## src/rtl/core/wppf_pkg.sv

```systemverilog
// Package for the prominence peak finder: widths, register map and shared types.
// No dependencies; the register file, judge, sequencer, top level and testbench import it.
package wppf_pkg;

    localparam int HistoryDepth = 512;
    localparam int HistAw       = $clog2(HistoryDepth);
    localparam int SampleBits   = 16;
    localparam int MaxLength    = 65536;
    localparam int CountBits    = $clog2(MaxLength);
    localparam int ResultCap    = 64;

    localparam logic [CountBits-1:0] CountMax = CountBits'(MaxLength - 1);

    localparam int AddrBits = 5;

    typedef enum logic [2:0] {
        REG_LEFT_WIDTH   = 3'd0,
        REG_RIGHT_WIDTH  = 3'd1,
        REG_MONO_SPAN    = 3'd2,
        REG_LEFT_SCAN    = 3'd3,
        REG_RIGHT_SCAN   = 3'd4,
        REG_MIN_PROM     = 3'd5,
        REG_BASE_LOWER   = 3'd6,
        REG_UNUSED       = 3'd7
    } reg_index_t;

    typedef struct packed {
        logic [4:0]             left_width;
        logic [4:0]             right_width;
        logic [3:0]             monotonic_span;
        logic [8:0]             left_scan_limit;
        logic [5:0]             right_scan_limit;
        logic [15:0]            min_prominence;
        logic signed [15:0]     base_lower_bound;
    } cfg_t;

    // Request from the sequencer to the judge unit, and its answer.
    typedef struct packed {
        logic                   start;
        logic [CountBits-1:0]   cand;
        logic [CountBits:0]     n;
    } judge_req_t;

    typedef struct packed {
        logic                   done;
        logic                   accept;
        logic [15:0]            prom;
    } judge_rsp_t;

endpackage

```

## src/rtl/core/wppf_cfg_regs.sv

```systemverilog
// APB-style register file for the peak finder configuration.
// Depends on wppf_pkg.
module wppf_cfg_regs (
    input  logic                        clk,
    input  logic                        rst_n,
    input  logic                        psel,
    input  logic                        penable,
    input  logic                        pwrite,
    input  logic [wppf_pkg::AddrBits-1:0] paddr,
    input  logic [31:0]                 pwdata,
    output logic [31:0]                 prdata,
    output logic                        pready,
    output wppf_pkg::cfg_t              cfg
);
    import wppf_pkg::*;

    cfg_t       cfg_reg;
    reg_index_t idx;
    logic       wr_en;

    assign idx    = reg_index_t'(paddr[AddrBits-1:2]);
    assign pready = 1'b1;
    assign wr_en  = psel && penable && pwrite;
    assign cfg    = cfg_reg;

    always_ff @(posedge clk or negedge rst_n)
    begin
        if (!rst_n)
        begin
            cfg_reg.left_width       <= 5'd10;
            cfg_reg.right_width      <= 5'd10;
            cfg_reg.monotonic_span   <= 4'd0;
            cfg_reg.left_scan_limit  <= 9'd200;
            cfg_reg.right_scan_limit <= 6'd50;
            cfg_reg.min_prominence   <= 16'd21;
            cfg_reg.base_lower_bound <= 16'sh8000;
        end
        else if (wr_en && paddr[1:0] == 2'b00)
        begin
            unique case (idx)
                REG_LEFT_WIDTH:  cfg_reg.left_width       <= pwdata[4:0];
                REG_RIGHT_WIDTH: cfg_reg.right_width      <= pwdata[4:0];
                REG_MONO_SPAN:   cfg_reg.monotonic_span   <= pwdata[3:0];
                REG_LEFT_SCAN:   cfg_reg.left_scan_limit  <= pwdata[8:0];
                REG_RIGHT_SCAN:  cfg_reg.right_scan_limit <= pwdata[5:0];
                REG_MIN_PROM:    cfg_reg.min_prominence   <= pwdata[15:0];
                REG_BASE_LOWER:  cfg_reg.base_lower_bound <= pwdata[15:0];
                default:         ;
            endcase
        end
    end

    always_comb
    begin
        prdata = '0;
        if (paddr[1:0] == 2'b00)
        begin
            unique case (idx)
                REG_LEFT_WIDTH:  prdata = {27'd0, cfg_reg.left_width};
                REG_RIGHT_WIDTH: prdata = {27'd0, cfg_reg.right_width};
                REG_MONO_SPAN:   prdata = {28'd0, cfg_reg.monotonic_span};
                REG_LEFT_SCAN:   prdata = {23'd0, cfg_reg.left_scan_limit};
                REG_RIGHT_SCAN:  prdata = {26'd0, cfg_reg.right_scan_limit};
                REG_MIN_PROM:    prdata = {16'd0, cfg_reg.min_prominence};
                REG_BASE_LOWER:  prdata = {16'd0, cfg_reg.base_lower_bound};
                default:         prdata = '0;
            endcase
        end
    end
endmodule

```

## config.mk

```make
export PLATFORM = sky130hd
export DESIGN_NAME = wppf_cfg_regs
export DESIGN_NICKNAME = d
export VERILOG_FILES = /design/src/rtl/core/wppf_pkg.sv /design/src/rtl/core/wppf_cfg_regs.sv
export SDC_FILE = /design/constraint.sdc
export NUM_CORES = 1
export LEC_CHECK = 0
export BUFFER_PORTS_ARGS = -buffer_cell sky130_fd_sc_hd__buf_2
export CORE_MARGIN = 2
export CORE_UTILIZATION = 35
export DETAILED_ROUTE_END_ITERATION = 10
export GPL_TIMING_DRIVEN = 0
export PLACE_DENSITY_LB_ADDON = 0.12
export SLEW_MARGIN = 20
export SYNTH_ARGS = -nofsm -noshare
export SYNTH_HDL_FRONTEND = slang
export SYNTH_SLANG_ARGS = --single-unit
```

## constraint.sdc

```tcl
create_clock -name clk -period 1.1 [get_ports clk]
set_input_delay 0.11 -clock clk [delete_from_list [all_inputs] [get_ports clk]]
set_output_delay 0.11 -clock clk [all_outputs]
set_load 0.01 [all_outputs]
```

==> results.md <==
- Status: finished, violations left
- Failing checks: negative setup slack
- # rows: 34
- HPWL after DPL: 5965 microns
- Worst-path fanout max: 2
- Post-Synthesis Cells: 239
- Clk pin slew, worst setup/hold paths: 0.08 ns
- Crit Path Category: flop to output port
- Die Y: 97.42 microns
- Fraction of layout cells with a size suffix above 1: 69.70%
- Clock power share: 35.2%
- Final wirelength: 8572 microns
- Largest cells by area after synthesis: dfrtp_1 (39%), mux2_2 (21%), dfstp_2 (12%), mux2_4 (4.9%), buf_4 (4.7%)
- Storage element area: 1544 sq um
- Initial antenna violation count: 0
- Port bufs: 102
- Leakage power: 2.380 nW
- Final period util: 145.0%
- Synth warnings: 0
- CP arrival: 1.48 ns
- Antenna cell count: 0
- Final hold vios: 0
- First-pass GRT wire length: 13140 microns
- Via count: 2426
- Setup crit start kind: flop
- NumNets Final: 433
- Gpl congestion: 0.7080
- Ports: 136
- Clock tree root buffer cell: clkbuf_8
- WL/cell: 17.01 microns
- Vias per Instance: 4.813
- Setup ws final: -0.4947 ns
- Hold slack: 0.01173 ns
- Worst-Skew Late Latency: 0.33 ns
- Vias in the first global route: 2448
- Area share of the largest cell type after synthesis: 38.51%
- Post-synth top area cell: dfrtp_1
- Fin area: 4571 sq um
- Clock skew: 0 ns
- Full die area: 9490 sq um
- Type of destination of the critical path: output port
- Max clock buf depth: 2
- CTS tree: done
- Final Max Tran Viols: 0
- Most frequent cells in the layout: buf_2 (77), mux2_2 (53), dfrtp_1 (47)
- Area of the multi-input gates: 1499 sq um
- Synthesis-stage register bit count: 61
- Fillers: 802
- Sequential power share: 44.7%
- Num CTS Buffers: 9
- Part of the power in combinational logic: 20.1%
- Drt first-iter violations: 45
- Syn avg cell area: 12.78 sq um
- Clock sinks: 61
- Sequential cell area fraction in the yosys report: 50.55%
- Final setup violation count: 26
- Pint: 4.277 mW
- Area grow syn2layout: 49.65%
- Die W: 97.42 microns
- Setup tns final: -4.633 ns
- Final ANT Viol Nets: 0
- H-tree lvl count: 3
- Worst R2R Setup Slack: 0.09 ns
- NetSw: 1.560 mW
- Dpl ws: -0.6870 ns
- Number of flip-flops in the largest register: 61
- Initial Utilization: 35.54%
- Hold Path Class: primary input to flop
- Cell Area, Placed: 3860 sq um
- DRC: 0
- Power Density: 1277 nW/um^2
- Sw frac: 26.73%
- Synthesized area: 3054 sq um
- Max_cap viols: 0
- Worst EP required: 0.99 ns
- First-pass detailed-route iteration total: 4
- Grt total ovfl: 0
- Min Clock Period, post-route: 1.595 ns
- Achievable Freq: 627.1 MHz
- Largest net degree at the start of global routing: 33
- Worst VDD drop: 652.0 uV
- Commonest non-fill, non-tap cell in the layout: buf_2
- All-Layer GR Usage: 17.74%
- RSZ-0062 raised after global routing: true
- CORE AREA: 8593 sq um
- Yosys cell types: 36
[cell type report]
cell class	count	share of cell area, %
Buffer	25	5.119
Clock buffer	12	3.394
Clock inverter	4	1.040
Inverter	2	0.3285
Multi-Input combinational cell	163	32.80
Sequential cell	61	33.78
Tap cell	108	2.956
Timing Repair Buffer	129	20.59
[logic make-up after synthesis]
group | Yosys count | share of synthesized area (%)
other cells | 2 | 0.2459
simple gates | 42 | 7.415
buf+inv | 30 | 6.759
compound gates | 32 | 7.497
flops | 61 | 50.55
mux | 72 | 27.53
[timing repair]
| item | 4_1_cts | 5_1_grt |
|---|---|---|
| hold buffers | 1 | 0 |
| setup endpoints to repair | 67 | 43 |
| resized for setup | 39 | 40 |
| endpoints found under the hold margin | 21 | 0 |
| pin swaps | 6 | 5 |
| buffers inserted | 12 | 17 |
| cloned | 0 | 0 |
[power by group through the flow]
| stage | combinational, mW | clock [mW] | sequential, mW |
|---|---|---|---|
| detailed placement | 0.917 | 0 | 2.64 |
| global route | 1.27 | 2.20 | 2.63 |
| finish | 1.17 | 2.05 | 2.61 |
| floorplan | 0.424 | 0 | 2.71 |
| CTS | 1.05 | 2.11 | 2.60 |
| global placement | 0.899 | 0 | 2.63 |
[metal layers]
layer,global-route usage [%],up-vias,wire (microns)
li1,-,1138,-
met1,23.23,1194,3814
met2,29.23,85,4167
met3,5.252,9,512
met4,3.846,0,78
met5,0,-,0
[synth_stat cells]
library cell	instances
buf_4	19
a32oi_1	3
nand4_1	1
o21ai_0	3
and4_1	1
o2bb2ai_1	1
a31oi_1	4
mux2_4	10
and3_1	1
inv_2	1
and2b_4	1
a211oi_1	1
nor3_1	1
dfrtp_1	47
a22oi_1	11
nand2_4	1
nor2b_1	2
a221oi_1	1
nor3_4	1
nand2_2	2
a21oi_1	4
mux2i_1	6
nand2_1	9
mux2_2	56
nor2_1	14
dfstp_2	14
buf_2	6
and2_4	1
a22o_1	3
clkbuf_1	1
nand3b_1	3
nand3_1	4
a211o_1	1
inv_1	1
conb_1	2
buf_6	2
[stage by stage]
step	cells	power [mW]	util [%]
floorplan	254	3.133	-
global placement	464	3.530	44.66
detailed placement	465	3.557	44.92
finish	504	5.838	53.19
global route	504	6.104	53.19
CTS	491	5.758	49.87
[worst max-delay path, cell delays in order, from the launching register on]
cell and delay [ns]:
dfstp_2 0.54, mux2i_1 0.07, o21ai_1 0.16, nand2_1 0.09, a31oi_2 0.14, buf_2 0.15
[worst paths after layout]
kind                                     start                   to  depth (start not counted)
hold / removal                       pwdata[9]   cfg[9]$_DFFE_PN0P_                          2
setup reg to reg            cfg[6]$_DFFE_PN0P_   cfg[6]$_DFFE_PN0P_                          3
hold reg to reg            cfg[55]$_DFFE_PN0P_  cfg[55]$_DFFE_PN0P_                          1
min in group asynchronous                rst_n  cfg[46]$_DFFE_PN0P_                          2
max in group asynchronous                rst_n  cfg[20]$_DFFE_PN1P_                          3
setup / recovery           cfg[52]$_DFFE_PN1P_            prdata[1]                          5
(Power assumes the default switching activity.)
