**src/rtl/core/wppf_pkg.sv**
```systemverilog
// Package for the prominence peak finder: widths, register map and shared types.
// No dependencies; the register file, judge, sequencer, top level and testbench import it.
package wppf_pkg;

    localparam int HistoryDepth = 512;
    localparam int HistAw       = $clog2(HistoryDepth);
    localparam int SampleBits   = 16;
    localparam int MaxLength    = 65536;
    localparam int CountBits    = $clog2(MaxLength);
    localparam int ResultCap    = 64;

    localparam logic [CountBits-1:0] CountMax = CountBits'(MaxLength - 1);

    localparam int AddrBits = 5;

    typedef enum logic [2:0] {
        REG_LEFT_WIDTH   = 3'd0,
        REG_RIGHT_WIDTH  = 3'd1,
        REG_MONO_SPAN    = 3'd2,
        REG_LEFT_SCAN    = 3'd3,
        REG_RIGHT_SCAN   = 3'd4,
        REG_MIN_PROM     = 3'd5,
        REG_BASE_LOWER   = 3'd6,
        REG_UNUSED       = 3'd7
    } reg_index_t;

    typedef struct packed {
        logic [4:0]             left_width;
        logic [4:0]             right_width;
        logic [3:0]             monotonic_span;
        logic [8:0]             left_scan_limit;
        logic [5:0]             right_scan_limit;
        logic [15:0]            min_prominence;
        logic signed [15:0]     base_lower_bound;
    } cfg_t;

    // Request from the sequencer to the judge unit, and its answer.
    typedef struct packed {
        logic                   start;
        logic [CountBits-1:0]   cand;
        logic [CountBits:0]     n;
    } judge_req_t;

    typedef struct packed {
        logic                   done;
        logic                   accept;
        logic [15:0]            prom;
    } judge_rsp_t;

endpackage

```
**src/rtl/core/wppf_stream_if.sv**
```systemverilog
// Valid/ready stream interfaces carrying payloads of parameter-free types.
// Depends on nothing; the payload types are fixed inside each interface.
interface wppf_in_if;
    logic                         valid;
    logic                         ready;
    logic signed [15:0]           sample;
    logic                         last;

    modport source (output valid, output sample, output last, input ready);
    modport sink   (input valid, input sample, input last, output ready);
endinterface

interface wppf_out_if;
    logic        valid;
    logic        ready;
    logic        is_peak;
    logic [15:0] peak_index;
    logic [15:0] prominence;
    logic        end_of_waveform;

    modport source (output valid, output is_peak, output peak_index, output prominence,
                    output end_of_waveform, input ready);
    modport sink   (input valid, input is_peak, input peak_index, input prominence,
                    input end_of_waveform, output ready);
endinterface

```
**src/rtl/core/wppf_seq.sv**
```systemverilog
// Stream sequencer: accepts samples, writes the ring, issues candidates to the
// judge and hands results to the output register. Depends on wppf_pkg.
module wppf_seq (
    input  logic                        clk,
    input  logic                        rst_n,
    input  wppf_pkg::cfg_t              cfg,
    wppf_in_if.sink                     in_ch,
    wppf_out_if.source                  out_ch,
    output logic                        wr_en,
    output logic [wppf_pkg::HistAw-1:0] wr_addr,
    output logic signed [15:0]          wr_data,
    output wppf_pkg::judge_req_t        req,
    input  wppf_pkg::judge_rsp_t        rsp
);
    import wppf_pkg::*;

    typedef enum logic [2:0] {
        S_IN, S_ONE, S_WAIT1, S_FLUSH, S_WAITF, S_EMIT
    } sstate_t;

    typedef logic [CountBits:0] cnt_t;

    sstate_t            st_reg;
    cnt_t               cnt_reg;
    cnt_t               c_reg;
    logic [6:0]         k_reg;
    logic               flush_reg;
    logic               have_reg;
    logic [15:0]        hidx_reg, hprom_reg;
    logic [15:0]        nidx_reg, nprom_reg;
    logic               ov_reg;
    logic [15:0]        oidx_reg, oprom_reg;
    logic               opeak_reg, oend_reg;

    cnt_t   a, s, lo;
    logic   acc, store, flush_end, ov_load;

    always_comb
    begin
        a = cnt_t'(cfg.left_width > cfg.right_width ? cfg.left_width : cfg.right_width);
        if (cnt_t'(cfg.monotonic_span) + 1'b1 > a)
            a = cnt_t'(cfg.monotonic_span) + 1'b1;
        if (cnt_t'(cfg.right_scan_limit) + 1'b1 > a)
            a = cnt_t'(cfg.right_scan_limit) + 1'b1;
    end

    assign s         = cnt_reg;
    assign store     = cnt_reg < cnt_t'(CountMax);
    assign lo        = (s >= a) ? s - a : '0;
    assign acc       = in_ch.valid && in_ch.ready;
    assign flush_end = (c_reg >= cnt_reg) || (k_reg == 7'(ResultCap));

    assign in_ch.ready = (st_reg == S_IN) && !ov_reg;
    assign wr_en       = acc && store;
    assign wr_addr     = s[HistAw-1:0];
    assign wr_data     = in_ch.sample;

    assign out_ch.valid           = ov_reg;
    assign out_ch.is_peak         = opeak_reg;
    assign out_ch.peak_index      = oidx_reg;
    assign out_ch.prominence      = oprom_reg;
    assign out_ch.end_of_waveform = oend_reg;

    always_comb
    begin
        req.start = (st_reg == S_ONE) || (st_reg == S_FLUSH && !flush_end);
        req.cand  = c_reg[CountBits-1:0];
        req.n     = cnt_reg;
    end

    // The output register is loaded when a result is ready and it is free or leaving.
    always_comb
    begin
        ov_load = 1'b0;
        if (st_reg == S_WAIT1 && rsp.done && rsp.accept)
            ov_load = 1'b1;
        if (st_reg == S_EMIT && (!ov_reg || out_ch.ready))
            ov_load = 1'b1;
    end

    // During the flush, results are held one behind so the final one can carry the end mark.
    always_ff @(posedge clk or negedge rst_n)
    begin
        if (!rst_n)
        begin
            st_reg    <= S_IN;
            cnt_reg   <= '0;
            ov_reg    <= 1'b0;
            have_reg  <= 1'b0;
            flush_reg <= 1'b0;
            k_reg     <= '0;
            c_reg     <= '0;
            hidx_reg  <= '0;
            hprom_reg <= '0;
            nidx_reg  <= '0;
            nprom_reg <= '0;
            oidx_reg  <= '0;
            oprom_reg <= '0;
            opeak_reg <= 1'b0;
            oend_reg  <= 1'b0;
        end
        else
        begin
            if (ov_load)
                ov_reg <= 1'b1;
            else if (ov_reg && out_ch.ready)
                ov_reg <= 1'b0;
            unique case (st_reg)
                S_IN:
                begin
                    if (acc)
                    begin
                        if (store)
                            cnt_reg <= cnt_reg + 1'b1;
                        k_reg <= '0;
                        if (in_ch.last)
                        begin
                            c_reg   <= lo;
                            st_reg  <= S_FLUSH;
                        end
                        else if (store && s >= a)
                        begin
                            c_reg  <= s - a;
                            st_reg <= S_ONE;
                        end
                    end
                end
                S_ONE:   st_reg <= S_WAIT1;
                S_WAIT1:
                begin
                    if (rsp.done)
                    begin
                        if (rsp.accept)
                        begin
                            opeak_reg <= 1'b1;
                            oidx_reg  <= c_reg[15:0];
                            oprom_reg <= rsp.prom;
                            oend_reg  <= 1'b0;
                        end
                        st_reg <= S_IN;
                    end
                end
                S_FLUSH:
                begin
                    if (flush_end)
                        st_reg <= S_EMIT;
                    else
                        st_reg <= S_WAITF;
                end
                S_WAITF:
                begin
                    if (rsp.done)
                    begin
                        c_reg <= c_reg + 1'b1;
                        if (rsp.accept)
                        begin
                            k_reg <= k_reg + 1'b1;
                            if (have_reg)
                            begin
                                // The held peak must leave before the new one is held.
                                nidx_reg  <= c_reg[15:0];
                                nprom_reg <= rsp.prom;
                                flush_reg <= 1'b1;
                                st_reg    <= S_EMIT;
                            end
                            else
                            begin
                                have_reg  <= 1'b1;
                                hidx_reg  <= c_reg[15:0];
                                hprom_reg <= rsp.prom;
                                st_reg    <= S_FLUSH;
                            end
                        end
                        else
                            st_reg <= S_FLUSH;
                    end
                end
                S_EMIT:
                begin
                    if (!ov_reg || out_ch.ready)
                    begin
                        if (flush_reg)
                        begin
                            // A held peak is released; the new one takes its place.
                            opeak_reg <= 1'b1;
                            oidx_reg  <= hidx_reg;
                            oprom_reg <= hprom_reg;
                            oend_reg  <= 1'b0;
                            hidx_reg  <= nidx_reg;
                            hprom_reg <= nprom_reg;
                            flush_reg <= 1'b0;
                            st_reg    <= S_FLUSH;
                        end
                        else
                        begin
                            opeak_reg <= have_reg;
                            oidx_reg  <= have_reg ? hidx_reg : 16'd0;
                            oprom_reg <= have_reg ? hprom_reg : 16'd0;
                            oend_reg  <= 1'b1;
                            have_reg  <= 1'b0;
                            cnt_reg   <= '0;
                            st_reg    <= S_IN;
                        end
                    end
                end
                default: st_reg <= S_IN;
            endcase
        end
    end
endmodule

```
**src/flat_wrapper.sv**
```systemverilog
// flat-port wrapper written by rule: the top's interface ports become plain ports
module wppf_seq_flat import wppf_pkg::*;
  (clk, rst_n, cfg, wr_en, wr_addr, wr_data, req, rsp, in_ch_valid, in_ch_sample, in_ch_last, in_ch_ready, out_ch_valid, out_ch_is_peak, out_ch_peak_index, out_ch_prominence, out_ch_end_of_waveform, out_ch_ready);
  wppf_in_if in_ch_i ();
  wppf_out_if out_ch_i ();
  input  logic clk;
  input  logic rst_n;
  input  wppf_pkg::cfg_t cfg;
  output logic wr_en;
  output logic [wppf_pkg::HistAw-1:0] wr_addr;
  output logic signed [15:0] wr_data;
  output wppf_pkg::judge_req_t req;
  input  wppf_pkg::judge_rsp_t rsp;
  input wire logic [$bits(in_ch_i.valid)-1:0] in_ch_valid;
  input wire logic [$bits(in_ch_i.sample)-1:0] in_ch_sample;
  input wire logic [$bits(in_ch_i.last)-1:0] in_ch_last;
  output wire logic [$bits(in_ch_i.ready)-1:0] in_ch_ready;
  output wire logic [$bits(out_ch_i.valid)-1:0] out_ch_valid;
  output wire logic [$bits(out_ch_i.is_peak)-1:0] out_ch_is_peak;
  output wire logic [$bits(out_ch_i.peak_index)-1:0] out_ch_peak_index;
  output wire logic [$bits(out_ch_i.prominence)-1:0] out_ch_prominence;
  output wire logic [$bits(out_ch_i.end_of_waveform)-1:0] out_ch_end_of_waveform;
  input wire logic [$bits(out_ch_i.ready)-1:0] out_ch_ready;
  assign in_ch_i.valid = in_ch_valid;
  assign in_ch_i.sample = in_ch_sample;
  assign in_ch_i.last = in_ch_last;
  assign in_ch_ready = in_ch_i.ready;
  assign out_ch_valid = out_ch_i.valid;
  assign out_ch_is_peak = out_ch_i.is_peak;
  assign out_ch_peak_index = out_ch_i.peak_index;
  assign out_ch_prominence = out_ch_i.prominence;
  assign out_ch_end_of_waveform = out_ch_i.end_of_waveform;
  assign out_ch_i.ready = out_ch_ready;
  wppf_seq u_core (.clk(clk), .rst_n(rst_n), .cfg(cfg), .in_ch(in_ch_i), .out_ch(out_ch_i), .wr_en(wr_en), .wr_addr(wr_addr), .wr_data(wr_data), .req(req), .rsp(rsp));
endmodule
```
**config.mk**
```make
export PLATFORM = sky130hd
export DESIGN_NAME = wppf_seq_flat
export DESIGN_NICKNAME = d
export VERILOG_FILES = /design/src/rtl/core/wppf_pkg.sv /design/src/rtl/core/wppf_stream_if.sv /design/src/rtl/core/wppf_seq.sv /design/src/flat_wrapper.sv
export SDC_FILE = /design/constraint.sdc
export NUM_CORES = 1
export LEC_CHECK = 0
export ABC_AREA = 1
export BUFFER_PORTS_ARGS = -buffer_cell sky130_fd_sc_hd__buf_4
export CAP_MARGIN = 20
export CELL_PAD_IN_SITES_DETAIL_PLACEMENT = 0
export CELL_PAD_IN_SITES_GLOBAL_PLACEMENT = 1
export CORE_MARGIN = 2
export CORE_UTILIZATION = 44
export CTS_CLUSTER_SIZE = 24
export DETAILED_ROUTE_END_ITERATION = 8
export MAX_ROUTING_LAYER = met4
export PLACE_DENSITY = 0.87
export SLEW_MARGIN = 30
export SYNTH_ARGS = -nofsm -noshare
export SYNTH_HDL_FRONTEND = slang
export SYNTH_SLANG_ARGS = --single-unit
```
**constraint.sdc**
```tcl
create_clock -name clk -period 5.5 [get_ports clk]
set_input_delay 1.375 -clock clk [delete_from_list [all_inputs] [get_ports clk]]
set_output_delay 1.375 -clock clk [all_outputs]
set_load 0.01 [all_outputs]
```
==> impl_metrics.py <==
metrics = {
    "floorplanning": {
        "core-area_mm2": 0.02102,
        "io-pin-count": 196,
        "die-width_um": 150.3,
        "rows": 53,
        "dieHeight_um": 150.3,
        "die_area_mm2": 0.02258,
        "start_util": 0.4479,
    },
    "synth": {
        "yosysUniqueCellTypes": 42,
        "synth_adder_area_share": 0.06193,
        "synth_area_mm2": 0.009415,
        "synthCells": 1233,
        "ys_warn_count": 0,
        "synth_flop_cell": "dfrtp_1",
        "synth-simple-area-share": 0.2577,
        "synth_top_family_by_area": "simple AND/OR/NAND/NOR gates",
        "ys_ff_latch": 145,
        "synth-seq-area-share": 0.3854,
        "synth_mux_area_frac": 0.02631,
        "async_flop_share": 1.000,
        "synth_top_cell_by_area": "dfrtp_1",
        "synth_edf_count": 0,
        "synth_top_area_share": 0.3854,
        "yosys.area_share.xor_xnor": 0.02326,
        "synth_compound_area_frac": 0.1357,
        "syn_avg_cell_area_um2": 7.636,
        "synth_nets": 1379,
        "synth.area.top_cells": "dfrtp_1, nand2_1, ha_1",
    },
    "global_routing": {
        "antenna_found_initial": 0,
        "grt_pass1_vias": 8163,
        "track_usage": 0.2388,
        "grt_start_max_net_pins": 109,
        "grt-ovfl-total": 0,
        "grt_pass1_wl_um": 41370,
    },
    "clock_network": {
        "clock_sink_count": 145,
        "cts_tree": "done",
        "clock_path_buffers": 2,
        "clk-insertion-delay-late_ns": 0.43,
        "root_buffer": "clkbuf_16",
        "ctsHtreeMaxLevel": 4,
        "clk_pin_slew_worst_paths_ns": 0.06,
        "cts_inserted_buffers": 17,
    },
    "power": {
        "power_density_mw_per_mm2": 563.6,
        "worst_ir_drop_vdd_mv": 0.2285,
        "leakagePower_uw": 0.005951,
        "totalPowerFinal_uw": 6643,
    },
    "placement": {
        "dp_slack_ns": -0.8896,
        "hpwl_um": 17670,
        "gp_congestion": 0.9166,
        "place_inst": 1586,
        "io_buffers": 122,
    },
    "drt": {
        "totalWireLength_um": 25830,
        "drt_pass1_iterations": 5,
        "vias": 8615,
        "ant_nets": 0,
        "viasPerCell": 5.218,
        "dr.first_iter.drc_count": 525,
        "drc": 0,
        "wl_per_cell_um": 15.65,
    },
    "run_status": {
        "status": "complete, but fails checks",
        "violations": "negative setup slack",
    },
    "flow_run": {
        "drv_cap": 0,
    },
    "timing": {
        "fin_crit_sh": 1.053,
        "finalHoldViolCount": 0,
        "setup_tns_ns": -4.737,
        "holdWs_ns": 0.4777,
        "rsz0062_at_grt": "true",
        "worst_slack_ns": -0.2893,
        "final.min_clock_period_ns": 5.789,
        "max_slew_margin": 0.3260,
        "max_freq_mhz": 172.7,
        "setup_violations": 20,
        "maxSlewViolCount": 0,
        "worst_pin_slew_ns": 1.004,
        "clock_skew_ns": 0.01434,
    },
    "setup_path": {
        "required_ns": 5.86,
        "critPathMaxFanout": 8,
        "critPathBufInv": 14,
        "path_delay_family": "simple AND/OR/NAND/NOR gates",
        "cpPeakStageDelay_ns": 0.31,
        "cpMostUsedCell": "buf_4",
        "slowest_stage": "ha_4",
        "end_kind": "flip-flop",
        "crit_type": "in -> reg",
        "critical_path_arrival_ns": 6.15,
        "cp-start-kind": "input pin",
    },
    "layout": {
        "diodes": 0,
        "syn_to_final_growth_pct": 25.18,
        "nNetsFinal": 1509,
        "final_cell_count_no_fill": 1651,
        "drive_above_1_share": 0.2609,
    },
    "worst_hold_path": {
        "holdCritPathClass": "reg -> reg",
    },
}
[layout make-up]
class / instances / area, um^2
clock buffers: 18 / 439.2
flip-flops and latches: 145 / 3628
multi-input cells: 876 / 5171
fillers: 1986 / 9235
well taps: 275 / 344.1
inverters: 128 / 505.5
repair buffers: 195 / 1553
clock inverters: 14 / 145.1
[report_power, final]
part / switching [uW] / total (uW) / internal (uW)
clock network: 496 / 1150 / 651
registers: 420 / 1880 / 1460
logic: 2010 / 3610 / 1600
total: 2930 / 6640 / 3710
[cell families after synthesis]
logic type | count (synthesis)
adders and majority gates | 46
AOI/OAI and AO/OA | 222
buffers and inverters | 216
DFF | 145
muxes | 17
and+or+nand+nor | 562
xor gates and xnor gates | 25
[worst register-to-register path: stages (launching register included)]
cell	delay [ns]
dfrtp_1	0.45
nand3_4	0.15
buf_4	0.50
inv_2	0.34
nand2_1	0.22
inv_2	0.05
a21oi_1	0.24
nand2_2	0.39
buf_4	0.41
mux2_4	0.35
[worst paths after layout]
check	cells past startpoint	to	from	slack [ns]
min in group asynchronous	1	u_core.cnt_reg[9]	rst_n	0.97
min	1	u_core.hidx_reg[11]	u_core.hidx_reg[11]	0.48
max in group asynchronous	2	u_core.nidx_reg[6]	rst_n	3.53
min reg2reg	1	u_core.hidx_reg[11]	u_core.hidx_reg[11]	0.48
max	43	u_core.c_reg[7]	cfg[55]	-0.29
max reg2reg	9	u_core.hprom_reg[8]	u_core.st_reg[2]	2.27
[per-stage QoR]
step / area [um^2] / util
after floorplan: 9480 / -
after global placement: 10540 / 0.5012
after detailed placement: 10540 / 0.5013
after CTS: 11570 / 0.5503
after global routing: 11790 / 0.5607
final: 11790 / 0.5607
[synth_stat cells, types with 5 or more instances]
| cell type | count |
|---|---|
| nand2_1 | 304 |
| dfrtp_1 | 145 |
| inv_1 | 118 |
| nor2_1 | 109 |
| nand3_1 | 84 |
| o21ai_0 | 83 |
| a21oi_1 | 67 |
| ha_1 | 45 |
| buf_4 | 44 |
| a31oi_1 | 33 |
| clkbuf_1 | 27 |
| xor2_1 | 20 |
| nor3_1 | 19 |
| a21o_1 | 17 |
| nand4_1 | 17 |
| mux2_4 | 15 |
| buf_2 | 10 |
| inv_2 | 10 |
| o31ai_2 | 8 |
| nor2_2 | 7 |
| buf_6 | 6 |
| nand2_2 | 5 |
| o21ai_1 | 5 |
| xnor2_1 | 5 |
[metal layers]
layer	up-vias	GRT usage	share of wire
met1	4034	0.3106	0.45
met2	238	0.3930	0.48
met5	-	-	0
met3	37	0.03394	0.050
li1	4306	-	-
met4	0	0.06179	0.017
[timing repair]
action | in CTS | in global routing
buffers inserted | 21 | 8
gates cloned | 4 | 0
gates resized for setup | 48 | 43
hold buffers | 0 | 0
pin swaps | 43 | 33
endpoints found under the setup margin | 20 | 20
[placed cells by master (no fill, tap or decap), drive strengths merged]
cell      netlist  layout
nand2         310     311
buf            61     195
dfrtp         145     145
inv           128     135
nor2          120     122
o21ai          88      88
nand3          85      85
a21oi          67      67
ha             45      45
a31oi          33      33
xor2           20      20
nor3           19      19
clkbuf         27      18
nand4          17      17
a21o           17      17
mux2           17      17
o31ai           8       8
nand3b          5       6
xnor2           5       5
clkinv          0       4
a21boi          4       4
o211ai          3       3
or2             3       3
nor4            2       2
clkinvlp        0       2
o21bai          1       1
o21a            1       1
and2            1       1
fa              1       1
bufinv          0       1
Power figures use the tool's default switching activity.
